===== src/hw/rtl/bmhpq_pkg.sv =====
// Shared constants, types and helpers for the binary max-heap priority queue.
`timescale 1ns / 1ps

package bmhpq_pkg;

	localparam int CAPACITY = 64;
	localparam int KEY_W    = 32;
	localparam int COUNT_W  = $clog2(CAPACITY + 1);
	localparam int ADDR_W   = $clog2(CAPACITY);

	localparam logic ACT_INSERT = 1'b0;
	localparam logic ACT_REMOVE = 1'b1;

	localparam logic [1:0] ST_OK    = 2'd0;
	localparam logic [1:0] ST_EMPTY = 2'd1;
	localparam logic [1:0] ST_FULL  = 2'd2;

	typedef struct packed {
		logic              we;
		logic [ADDR_W-1:0] waddr;
		logic [KEY_W-1:0]  wdata;
		logic              re;
		logic [ADDR_W-1:0] raddr;
	} mem_req_t;

	// Heap positions are one-based; the store is addressed from zero.
	function automatic logic [ADDR_W-1:0] pos_to_addr(input logic [COUNT_W-1:0] p);
		logic [COUNT_W-1:0] tmp;
		tmp = p - COUNT_W'(1);
		return tmp[ADDR_W-1:0];
	endfunction

endpackage


===== src/hw/rtl/bmhpq_ram.sv =====
// Generic single-write, single-read RAM with registered read data.
`timescale 1ns / 1ps

module bmhpq_ram #(
	parameter int DEPTH = 64,
	parameter int WIDTH = 32
) (
	input  logic                     clk,
	input  logic                     we,
	input  logic [$clog2(DEPTH)-1:0] waddr,
	input  logic [WIDTH-1:0]         wdata,
	input  logic                     re,
	input  logic [$clog2(DEPTH)-1:0] raddr,
	output logic [WIDTH-1:0]         rdata
);

	logic [WIDTH-1:0] mem [DEPTH];

	always_ff @(posedge clk) begin
		if (we) begin
			mem[waddr] <= wdata;
		end
		if (re) begin
			rdata <= mem[raddr];
		end
	end

endmodule


===== src/hw/rtl/bmhpq_cmp.sv =====
// Shared signed key comparator used by every sift step.
`timescale 1ns / 1ps

module bmhpq_cmp (
	input  logic [bmhpq_pkg::KEY_W-1:0] a,
	input  logic [bmhpq_pkg::KEY_W-1:0] b,
	output logic                        lt
);
	import bmhpq_pkg::*;

	// True when a is strictly smaller than b as two's complement keys.
	assign lt = $signed(a) < $signed(b);

endmodule


===== src/hw/rtl/bmhpq_ctrl.sv =====
// Sequencer that walks the heap one level at a time for insert and remove.
`timescale 1ns / 1ps

module bmhpq_ctrl (
	input  logic                          clk,
	input  logic                          arst_n,
	input  logic                          start,
	input  logic                          action,
	input  logic [bmhpq_pkg::KEY_W-1:0]   value,
	output logic                          busy,
	output logic                          done,
	output logic [bmhpq_pkg::KEY_W-1:0]   removed_value,
	output logic [1:0]                    status,
	output logic [bmhpq_pkg::COUNT_W-1:0] fill_count,
	output bmhpq_pkg::mem_req_t           mem_req,
	input  logic [bmhpq_pkg::KEY_W-1:0]   mem_rdata,
	output logic [bmhpq_pkg::KEY_W-1:0]   cmp_a,
	output logic [bmhpq_pkg::KEY_W-1:0]   cmp_b,
	input  logic                          cmp_lt
);
	import bmhpq_pkg::*;

	typedef enum logic [9:0] {
		S_IDLE    = 10'b0000000001,
		S_UP_RD   = 10'b0000000010,
		S_UP_CMP  = 10'b0000000100,
		S_RM_ROOT = 10'b0000001000,
		S_RM_LAST = 10'b0000010000,
		S_DN_RDL  = 10'b0000100000,
		S_DN_CL   = 10'b0001000000,
		S_DN_CR   = 10'b0010000000,
		S_DN_MV   = 10'b0100000000,
		S_DONE    = 10'b1000000000
	} state_t;

	state_t             state_q, state_d;
	logic [COUNT_W-1:0] count_q, count_d;
	logic [COUNT_W-1:0] pos_q, pos_d;
	logic [COUNT_W-1:0] best_pos_q, best_pos_d;
	logic [KEY_W-1:0]   key_q, key_d;
	logic [KEY_W-1:0]   best_val_q, best_val_d;
	logic [KEY_W-1:0]   removed_q, removed_d;
	logic [1:0]         status_q, status_d;
	logic [COUNT_W:0]   left_w, right_w, cnt_ext;

	assign left_w  = {pos_q, 1'b0};
	assign right_w = left_w + (COUNT_W + 1)'(1);
	assign cnt_ext = {1'b0, count_q};

	// The comparator is shared: parent against key going up, best against child going down.
	always_comb begin
		if (state_q == S_UP_CMP) begin
			cmp_a = mem_rdata;
			cmp_b = key_q;
		end else begin
			cmp_a = best_val_q;
			cmp_b = mem_rdata;
		end
	end

	always_comb begin
		state_d    = state_q;
		count_d    = count_q;
		pos_d      = pos_q;
		best_pos_d = best_pos_q;
		key_d      = key_q;
		best_val_d = best_val_q;
		removed_d  = removed_q;
		status_d   = status_q;
		mem_req    = '0;
		unique case (state_q)
			S_IDLE: begin
				if (start) begin
					removed_d = '0;
					status_d  = ST_OK;
					if (action == ACT_INSERT) begin
						if (count_q >= COUNT_W'(CAPACITY)) begin
							status_d = ST_FULL;
							state_d  = S_DONE;
						end else begin
							count_d = count_q + COUNT_W'(1);
							pos_d   = count_q + COUNT_W'(1);
							key_d   = value;
							state_d = S_UP_RD;
						end
					end else begin
						if (count_q == '0) begin
							status_d = ST_EMPTY;
							state_d  = S_DONE;
						end else begin
							mem_req.re    = 1'b1;
							mem_req.raddr = pos_to_addr(COUNT_W'(1));
							state_d       = S_RM_ROOT;
						end
					end
				end
			end
			S_UP_RD: begin
				if (pos_q > COUNT_W'(1)) begin
					mem_req.re    = 1'b1;
					mem_req.raddr = pos_to_addr(pos_q >> 1);
					state_d       = S_UP_CMP;
				end else begin
					mem_req.we    = 1'b1;
					mem_req.waddr = pos_to_addr(pos_q);
					mem_req.wdata = key_q;
					state_d       = S_DONE;
				end
			end
			S_UP_CMP: begin
				mem_req.we    = 1'b1;
				mem_req.waddr = pos_to_addr(pos_q);
				if (cmp_lt) begin
					mem_req.wdata = mem_rdata;
					pos_d         = pos_q >> 1;
					state_d       = S_UP_RD;
				end else begin
					mem_req.wdata = key_q;
					state_d       = S_DONE;
				end
			end
			S_RM_ROOT: begin
				removed_d     = mem_rdata;
				mem_req.re    = 1'b1;
				mem_req.raddr = pos_to_addr(count_q);
				state_d       = S_RM_LAST;
			end
			S_RM_LAST: begin
				key_d   = mem_rdata;
				count_d = count_q - COUNT_W'(1);
				pos_d   = COUNT_W'(1);
				state_d = S_DN_RDL;
			end
			S_DN_RDL: begin
				best_val_d = key_q;
				best_pos_d = pos_q;
				if (left_w <= cnt_ext) begin
					mem_req.re    = 1'b1;
					mem_req.raddr = pos_to_addr(left_w[COUNT_W-1:0]);
					state_d       = S_DN_CL;
				end else begin
					mem_req.we    = 1'b1;
					mem_req.waddr = pos_to_addr(pos_q);
					mem_req.wdata = key_q;
					state_d       = S_DONE;
				end
			end
			S_DN_CL: begin
				if (cmp_lt) begin
					best_val_d = mem_rdata;
					best_pos_d = left_w[COUNT_W-1:0];
				end
				if (right_w <= cnt_ext) begin
					mem_req.re    = 1'b1;
					mem_req.raddr = pos_to_addr(right_w[COUNT_W-1:0]);
					state_d       = S_DN_CR;
				end else begin
					state_d = S_DN_MV;
				end
			end
			S_DN_CR: begin
				if (cmp_lt) begin
					best_val_d = mem_rdata;
					best_pos_d = right_w[COUNT_W-1:0];
				end
				state_d = S_DN_MV;
			end
			S_DN_MV: begin
				mem_req.we    = 1'b1;
				mem_req.waddr = pos_to_addr(pos_q);
				if (best_pos_q != pos_q) begin
					mem_req.wdata = best_val_q;
					pos_d         = best_pos_q;
					state_d       = S_DN_RDL;
				end else begin
					mem_req.wdata = key_q;
					state_d       = S_DONE;
				end
			end
			S_DONE: begin
				state_d = S_IDLE;
			end
			default: begin
				state_d = S_IDLE;
			end
		endcase
	end

	always_ff @(posedge clk or negedge arst_n) begin
		if (!arst_n) begin
			state_q <= S_IDLE;
			count_q <= '0;
		end else begin
			state_q <= state_d;
			count_q <= count_d;
		end
	end

	always_ff @(posedge clk) begin
		pos_q      <= pos_d;
		best_pos_q <= best_pos_d;
		key_q      <= key_d;
		best_val_q <= best_val_d;
		removed_q  <= removed_d;
		status_q   <= status_d;
	end

	assign busy          = (state_q != S_IDLE);
	assign done          = (state_q == S_DONE);
	assign removed_value = removed_q;
	assign status        = status_q;
	assign fill_count    = count_q;

endmodule


===== src/hw/rtl/binary_max_heap_priority_queue_top.sv =====
// Top level of the binary max-heap priority queue.
`timescale 1ns / 1ps

// Binary max-heap priority queue of 32-bit signed keys, 64 entries deep.
// A command word is taken at a rising edge where start is high and busy is
// low: action 0 inserts value, action 1 removes the largest key held.
// Each command yields exactly one result word, shown for a single cycle
// while done is high: removed_value (the maximum on a good remove, else
// zero), status (ok, remove on empty, insert on full) and fill_count.
// The receiver cannot hold results off; it must take the word in that cycle.
// The heap lives in a single RAM with one write and one registered read
// port. A sequencer walks the heap one level at a time and a single shared
// comparator settles every step. Busy stays high from the accepting edge
// until the end of the result cycle, and the next word can be taken in the
// cycle after. An insert reads the parent at each level climbed and moves it
// down while it is smaller than the key, then writes the key where it stops;
// a remove fetches the root and then the last entry, and at each level it
// reads the children that exist, moves the larger one up if it beats the
// moved key, and at last writes the moved key in place. Full-insert and
// empty-remove commands go straight to the result word and leave the
// heap untouched. Reset clears the fill count and the sequencer; the RAM is
// not cleared, since only positions that have been written are ever read.
module binary_max_heap_priority_queue_top (
	input  logic                          clk,
	input  logic                          arst_n,
	input  logic                          start,
	output logic                          busy,
	input  logic                          action,
	input  logic signed [bmhpq_pkg::KEY_W-1:0] value,
	output logic                          done,
	output logic signed [bmhpq_pkg::KEY_W-1:0] removed_value,
	output logic [1:0]                    status,
	output logic [bmhpq_pkg::COUNT_W-1:0] fill_count
);
	import bmhpq_pkg::*;

	mem_req_t         mem_req;
	logic [KEY_W-1:0] mem_rdata;
	logic [KEY_W-1:0] cmp_a, cmp_b;
	logic             cmp_lt;
	logic [KEY_W-1:0] removed_u;

	// The sequencer owns the count, the sift position and the result word.
	bmhpq_ctrl u_ctrl (
		.clk          (clk),
		.arst_n       (arst_n),
		.start        (start),
		.action       (action),
		.value        ($unsigned(value)),
		.busy         (busy),
		.done         (done),
		.removed_value(removed_u),
		.status       (status),
		.fill_count   (fill_count),
		.mem_req      (mem_req),
		.mem_rdata    (mem_rdata),
		.cmp_a        (cmp_a),
		.cmp_b        (cmp_b),
		.cmp_lt       (cmp_lt)
	);

	// One comparator serves both the upward and the downward sift.
	bmhpq_cmp u_cmp (
		.a (cmp_a),
		.b (cmp_b),
		.lt(cmp_lt)
	);

	// Heap store, position p held at address p - 1.
	bmhpq_ram #(
		.DEPTH(CAPACITY),
		.WIDTH(KEY_W)
	) u_ram (
		.clk  (clk),
		.we   (mem_req.we),
		.waddr(mem_req.waddr),
		.wdata(mem_req.wdata),
		.re   (mem_req.re),
		.raddr(mem_req.raddr),
		.rdata(mem_rdata)
	);

	assign removed_value = $signed(removed_u);

`ifndef SYNTHESIS
	// A result word only appears while a command is in flight.
	assert property (@(posedge clk) disable iff (!arst_n) done |-> busy)
		else $error("result word outside a command");

	// An accepted command always makes the block busy in the next cycle.
	assert property (@(posedge clk) disable iff (!arst_n) (start && !busy) |=> busy)
		else $error("command accepted but block not busy");

	// The fill count never exceeds the heap capacity.
	assert property (@(posedge clk) disable iff (!arst_n)
		fill_count <= COUNT_W'(CAPACITY))
		else $error("fill count beyond capacity");

	// Failed commands never report a removed key.
	assert property (@(posedge clk) disable iff (!arst_n)
		(done && status != ST_OK) |-> (removed_value == '0))
		else $error("removed key on a failed command");

	// A failed command leaves the fill count as it was.
	assert property (@(posedge clk) disable iff (!arst_n)
		(done && status != ST_OK) |-> $stable(fill_count))
		else $error("fill count changed on a failed command");
`endif

endmodule


===== config.mk =====
export PLATFORM = sky130hd
export DESIGN_NAME = binary_max_heap_priority_queue_top
export DESIGN_NICKNAME = d
export VERILOG_FILES = /design/src/hw/rtl/bmhpq_pkg.sv /design/src/hw/rtl/bmhpq_ram.sv /design/src/hw/rtl/bmhpq_cmp.sv /design/src/hw/rtl/bmhpq_ctrl.sv /design/src/hw/rtl/binary_max_heap_priority_queue_top.sv
export SDC_FILE = /design/constraint.sdc
export NUM_CORES = 2
export LEC_CHECK = 0
export BUFFER_PORTS_ARGS = -buffer_cell sky130_fd_sc_hd__buf_2
export CORE_UTILIZATION = 30
export DETAILED_ROUTE_END_ITERATION = 10
export PLACE_DENSITY = 0.54
export SETUP_SLACK_MARGIN = 0.02
export SKIP_CTS_REPAIR_TIMING = 1
export SYNTH_ARGS = -nofsm -noshare
export SYNTH_HDL_FRONTEND = slang
export SYNTH_HIERARCHICAL = 1
export SYNTH_SLANG_ARGS = --single-unit

===== constraint.sdc =====
create_clock -name clk -period 16.8 [get_ports clk]
set_input_delay 0.84 -clock clk [delete_from_list [all_inputs] [get_ports clk]]
set_output_delay 0.84 -clock clk [all_outputs]
set_load 0.02 [all_outputs]

==> run summary <==
STA
--------------------------------------------------------------------------------------
Highest clock rate                                                           131.0 MHz
Worst slack on hold paths                                                     236.2 ps
Transition time at the pin with the least slew margin                          1525 ps
Setup repair after global routing missed its margin                                 no
Sum of negative setup slack                                                       0 ps
Period Utilization, post-route                                                  45.43%
Time the final worst path needs with I/O delays and setup                      7631 ps
Worst Skew                                                                    51.92 ps
Setup violations, final                                                              0
Number of hold violations in the final report                                        0
Relative max-transition margin                                                 -1.696%
Fin. max-slew vios                                                                   2

SYNTHESIS
--------------------------------------------------------------------------------------
Adder-cell share of the synthesized area                                       0.6291%
Synthesized instance count                                                        4287
Main combinational cell family by area after synthesis                    multiplexers
Compound-gate portion of the synthesized area                                   2.771%
Async set-or-reset flop fraction in the synthesized netlist                    0.7696%
Primary flip-flop cell chosen by synthesis mapping                        sky130_fd_sc_hd__edfxtp_1
Sequential area share after synthesis                                           75.70%
Total number of yosys warnings                                                       6
Simple-gate share of the synthesized area                                       3.494%
Area of the mapped netlist                                                0.08752 sq mm
Multiplexer fraction of the synthesized cell area                               15.52%
Flops & latches, synth                                                            2209
Synthesized area per cell                                                  20.41 sq um
Unique cell type count in the Yosys netlist                                         71
Number of synthesized flops with an enable pin                                    2192
Syn Nets                                                                          4367
Xor and xnor area share after synthesis                                        0.3102%

CLOCK TREE
--------------------------------------------------------------------------------------
Clock slew at the register clock pins of the worst setup and hold paths          70 ps
Maximum clock insertion buffer count                                                 3
Clock sink total                                                                  2209
# H-tree levels                                                                      4
Clock tree from TritonCTS                                                          yes
Clock latency on the worst-skew pair                                            900 ps
Library cell used as clock root buffer                                    sky130_fd_sc_hd__clkbuf_16
Number of buffers created by CTS                                                   214

HOLD PATH
--------------------------------------------------------------------------------------
Hold crit path type                                                       input pin to flop
Endpoint of the worst hold path                                           u_ctrl/key_q[5]
Number of cells on the worst hold path                                               3
Start point of the worst min-delay path                                       value[5]

DETAILED ROUTING
--------------------------------------------------------------------------------------
Number of remaining DRC errors                                                       0
Wire length per cell                                                          28.65 um
Detailed-route via count                                                         44175
Violation count after the first detailed-routing iteration                        4997
ANT nets after route                                                                 0
Via density per instance                                                         5.168
Wirelength, routed                                                           244900 um
Detailed-routing iteration count for the pre-antenna-repair pass                     7

GLOBAL ROUTE
--------------------------------------------------------------------------------------
Total overflow reported by the global router                                         0
GR Layer Usage met3                                                             2.881%
Initial antenna violation count                                                     16
Met2 GRT Util                                                                   27.05%
Number of global-route vias before repair                                        44422
Most used routing layer in global routing                                         met2
Wire length of the first global-routing pass                                 343000 um
Maximum number of pins on one net before global-route repair                       116
Total routing resource utilization after global routing                         16.55%
Global routing usage on met1                                                    22.74%

FLOW RUN
--------------------------------------------------------------------------------------
Max Cap Viol                                                                         1

PWR
--------------------------------------------------------------------------------------
Ratio of total power to cell area                                         132.8 mW/mm^2
Worst-case vdd ir drop                                                     0.0001083 V
Standby leakage power                                                         28.06 nW

WORST SETUP PATH
--------------------------------------------------------------------------------------
Kind of critical path                                                     flop to flop
Required time reported for the critical path endpoint                         17380 ps
Delay contributed by the slowest stage of the critical path                    1160 ps
Startpoint of the most critical register-to-register path                 u_ctrl/pos_q[1]
Worst setup startpoint                                                    u_ctrl/pos_q[1]
Worst Path Buf+Inv                                                                   4
Highest-delay cell along the critical path                                sky130_fd_sc_hd__o22ai_1
Register-to-register setup slack                                               9170 ps
Critical path launch point type                                                   flop
Worst reg2reg endpoint                                                    u_ram/rdata[2]
R2R cell count                                                                      14
Type of destination of the critical path                                          flop
Series of cell instances along the critical path                          inv_1 -> ha_1 -> a21boi_0 -> o21a_1 -> nand4b_1 -> o22ai_1 -> a211o_4 -> buf_4 -> buf_12 -> buf_4 -> mux4_2 -> mux4_2 -> o22ai_1 -> nor2_1
Arrival time at the worst endpoint                                             8210 ps
Family with the most delay on the worst path                              compound AO/OA/AOI/OAI gates
Top fanout value on the critical path                                              115

FINAL LAYOUT
--------------------------------------------------------------------------------------
P&R area growth vs syn                                                          14.81%
Ratio of cells with drive above 1 in the final layout                           26.96%
Number of fill cells in the layout                                               26719
Nets@finish                                                                       4573
Core occupancy in the finished layout                                           34.75%
Final non-filler cell area                                                0.1005 sq mm

FLOORPLANNING
--------------------------------------------------------------------------------------
Cell row count                                                                     197
IO Pins                                                                             79
Die Wd                                                                        542.1 um
Area of the core                                                          0.2891 sq mm
Initial core utilization                                                        30.27%
Chip Height                                                                   542.1 um
DIE AREA                                                                  0.2939 sq mm

STATUS
--------------------------------------------------------------------------------------
Violations in the final reports                                           max-capacitance violations, max-slew violations
Result of the run                                                         finished, violations left

PLACE
--------------------------------------------------------------------------------------
Routability cong.                                                               0.8323
DP Area                                                                   0.09342 sq mm
Detailed placement HPWL                                                      135100 um
Number of buffers inserted by port buffering                                        78

[per-stage QoR]
stage | setup slack, ps | std cells | total power [mW]
3_3_place_gp | 9347 | 8154 | 8.612
2_1_floorplan | 10550 | 4287 | 7.726
3_5_place_dp | 9287 | 8156 | 8.619
4_1_cts | 9284 | 8538 | 13.45
5_1_grt | 9016 | 8540 | 13.77
6_report | 9169 | 8548 | 13.34
[cell families (layout without fill, tap and decap cells)]
kind of cell / Yosys count / count (layout)
flip-flops: 2209 / 2209
other: 0 / 9
multiplexers: 673 / 673
XOR/XNOR: 31 / 31
buffers and inverters: 292 / 664
AO/OA/AOI/OAI: 359 / 359
AND/OR/NAND/NOR: 679 / 679
adder cells (fa/ha/maj): 44 / 44
[area by class of cell]
class	instances	area [sq um]	share of cell area, %
well taps	3880	4855	4.832
clock buffers	255	5593	5.566
flip-flops and latches	2209	66250	65.94
repair buffers	228	1569	1.562
clock inverters	127	1430	1.423
diodes	9	22.52	0.02241
multi-input cells	1786	20550	20.45
inverters	54	207.7	0.2067
[layout by cell type (no fill, tap or decap), types with 11 or more instances in the layout]
cell type	count
sky130_fd_sc_hd__inv_1	52
sky130_fd_sc_hd__xnor2_1	22
sky130_fd_sc_hd__nor2_1	97
sky130_fd_sc_hd__o21ai_0	26
sky130_fd_sc_hd__nor2_4	62
sky130_fd_sc_hd__a21oi_1	82
sky130_fd_sc_hd__mux2i_1	94
sky130_fd_sc_hd__edfxtp_1	2192
sky130_fd_sc_hd__mux4_2	544
sky130_fd_sc_hd__dfrtp_1	16
sky130_fd_sc_hd__o22ai_1	90
sky130_fd_sc_hd__clkinv_2	38
sky130_fd_sc_hd__buf_2	78
sky130_fd_sc_hd__clkbuf_1	36
sky130_fd_sc_hd__buf_4	145
sky130_fd_sc_hd__ha_1	44
sky130_fd_sc_hd__nor2b_1	19
sky130_fd_sc_hd__nand2_1	335
sky130_fd_sc_hd__nand2b_1	11
sky130_fd_sc_hd__clkbuf_16	217
sky130_fd_sc_hd__mux2_2	35
sky130_fd_sc_hd__bufinv_16	26
sky130_fd_sc_hd__a22oi_1	18
sky130_fd_sc_hd__a22o_1	33
sky130_fd_sc_hd__o221ai_1	27
sky130_fd_sc_hd__nand3_1	16
sky130_fd_sc_hd__nor3_1	18
sky130_fd_sc_hd__and2_1	37
sky130_fd_sc_hd__and3_1	11
sky130_fd_sc_hd__a21o_2	31
sky130_fd_sc_hd__clkinv_1	38
[tightest hold or removal path, stage by stage]
cell and delay (ps):
sky130_fd_sc_hd__buf_2 70, sky130_fd_sc_hd__nand2_1 40, sky130_fd_sc_hd__nand2_1 50
[flip-flops by register name (all words and copies together) (netlist names)]
name                  cells
u_ram/mem              2048
u_ctrl/best_val_q        32
u_ctrl/key_q             32
u_ctrl/removed_value     32
u_ram/rdata              32
u_ctrl/state_q           10
u_ctrl/best_pos_q         7
u_ctrl/fill_count         7
u_ctrl/pos_q              7
u_ctrl/status             2
[where the power goes]
group / internal [mW] / leakage [nW] / switching (mW)
Combinational: 0.701 / 6.81 / 1.25
Clock: 2.77 / 3.42 / 2.08
Sequential: 6.26 / 17.8 / 0.279
Total: 9.73 / 28.1 / 3.61
[synthesized netlist by cell type (18+ instances only)]
cell,count,area [sq um]
sky130_fd_sc_hd__a21o_1,36,270.3
sky130_fd_sc_hd__a21oi_1,82,410.4
sky130_fd_sc_hd__a22o_1,33,289.0
sky130_fd_sc_hd__a22oi_1,18,135.1
sky130_fd_sc_hd__and2_1,37,231.5
sky130_fd_sc_hd__buf_1,21,78.83
sky130_fd_sc_hd__buf_2,75,375.4
sky130_fd_sc_hd__buf_4,30,225.2
sky130_fd_sc_hd__clkbuf_1,103,386.6
sky130_fd_sc_hd__edfxtp_1,2192,65820
sky130_fd_sc_hd__ha_1,44,550.5
sky130_fd_sc_hd__inv_1,52,195.2
sky130_fd_sc_hd__mux2_2,35,394.1
sky130_fd_sc_hd__mux2i_1,94,940.9
sky130_fd_sc_hd__mux4_2,544,12250
sky130_fd_sc_hd__nand2_1,338,1269
sky130_fd_sc_hd__nor2_1,160,600.6
sky130_fd_sc_hd__nor2b_1,20,125.1
sky130_fd_sc_hd__nor3_1,20,100.1
sky130_fd_sc_hd__o21ai_0,27,135.1
sky130_fd_sc_hd__o221ai_1,28,245.2
sky130_fd_sc_hd__o22ai_1,90,563.0
sky130_fd_sc_hd__xnor2_1,22,192.7
[worst max path at each step]
stage	endpoint	slack, ps	cells past startpoint
2_1_floorplan	u_ctrl/best_val_q[0]	10550	19
5_1_grt	u_ram/rdata[25]	9020	14
3_5_place_dp	u_ram/rdata[2]	9290	14
6_report	u_ram/rdata[2]	9170	14
3_3_place_gp	u_ram/rdata[2]	9350	14
4_1_cts	u_ram/rdata[2]	9280	14
[per-layer routing]
layer	routed length (um)	part of all wire [%]
met1	103100	42
met2	117900	48
met3	18180	7.4
met4	5763	2.4
met5	7	0.0029
No activity file was read; power rests on OpenSTA's default activity.
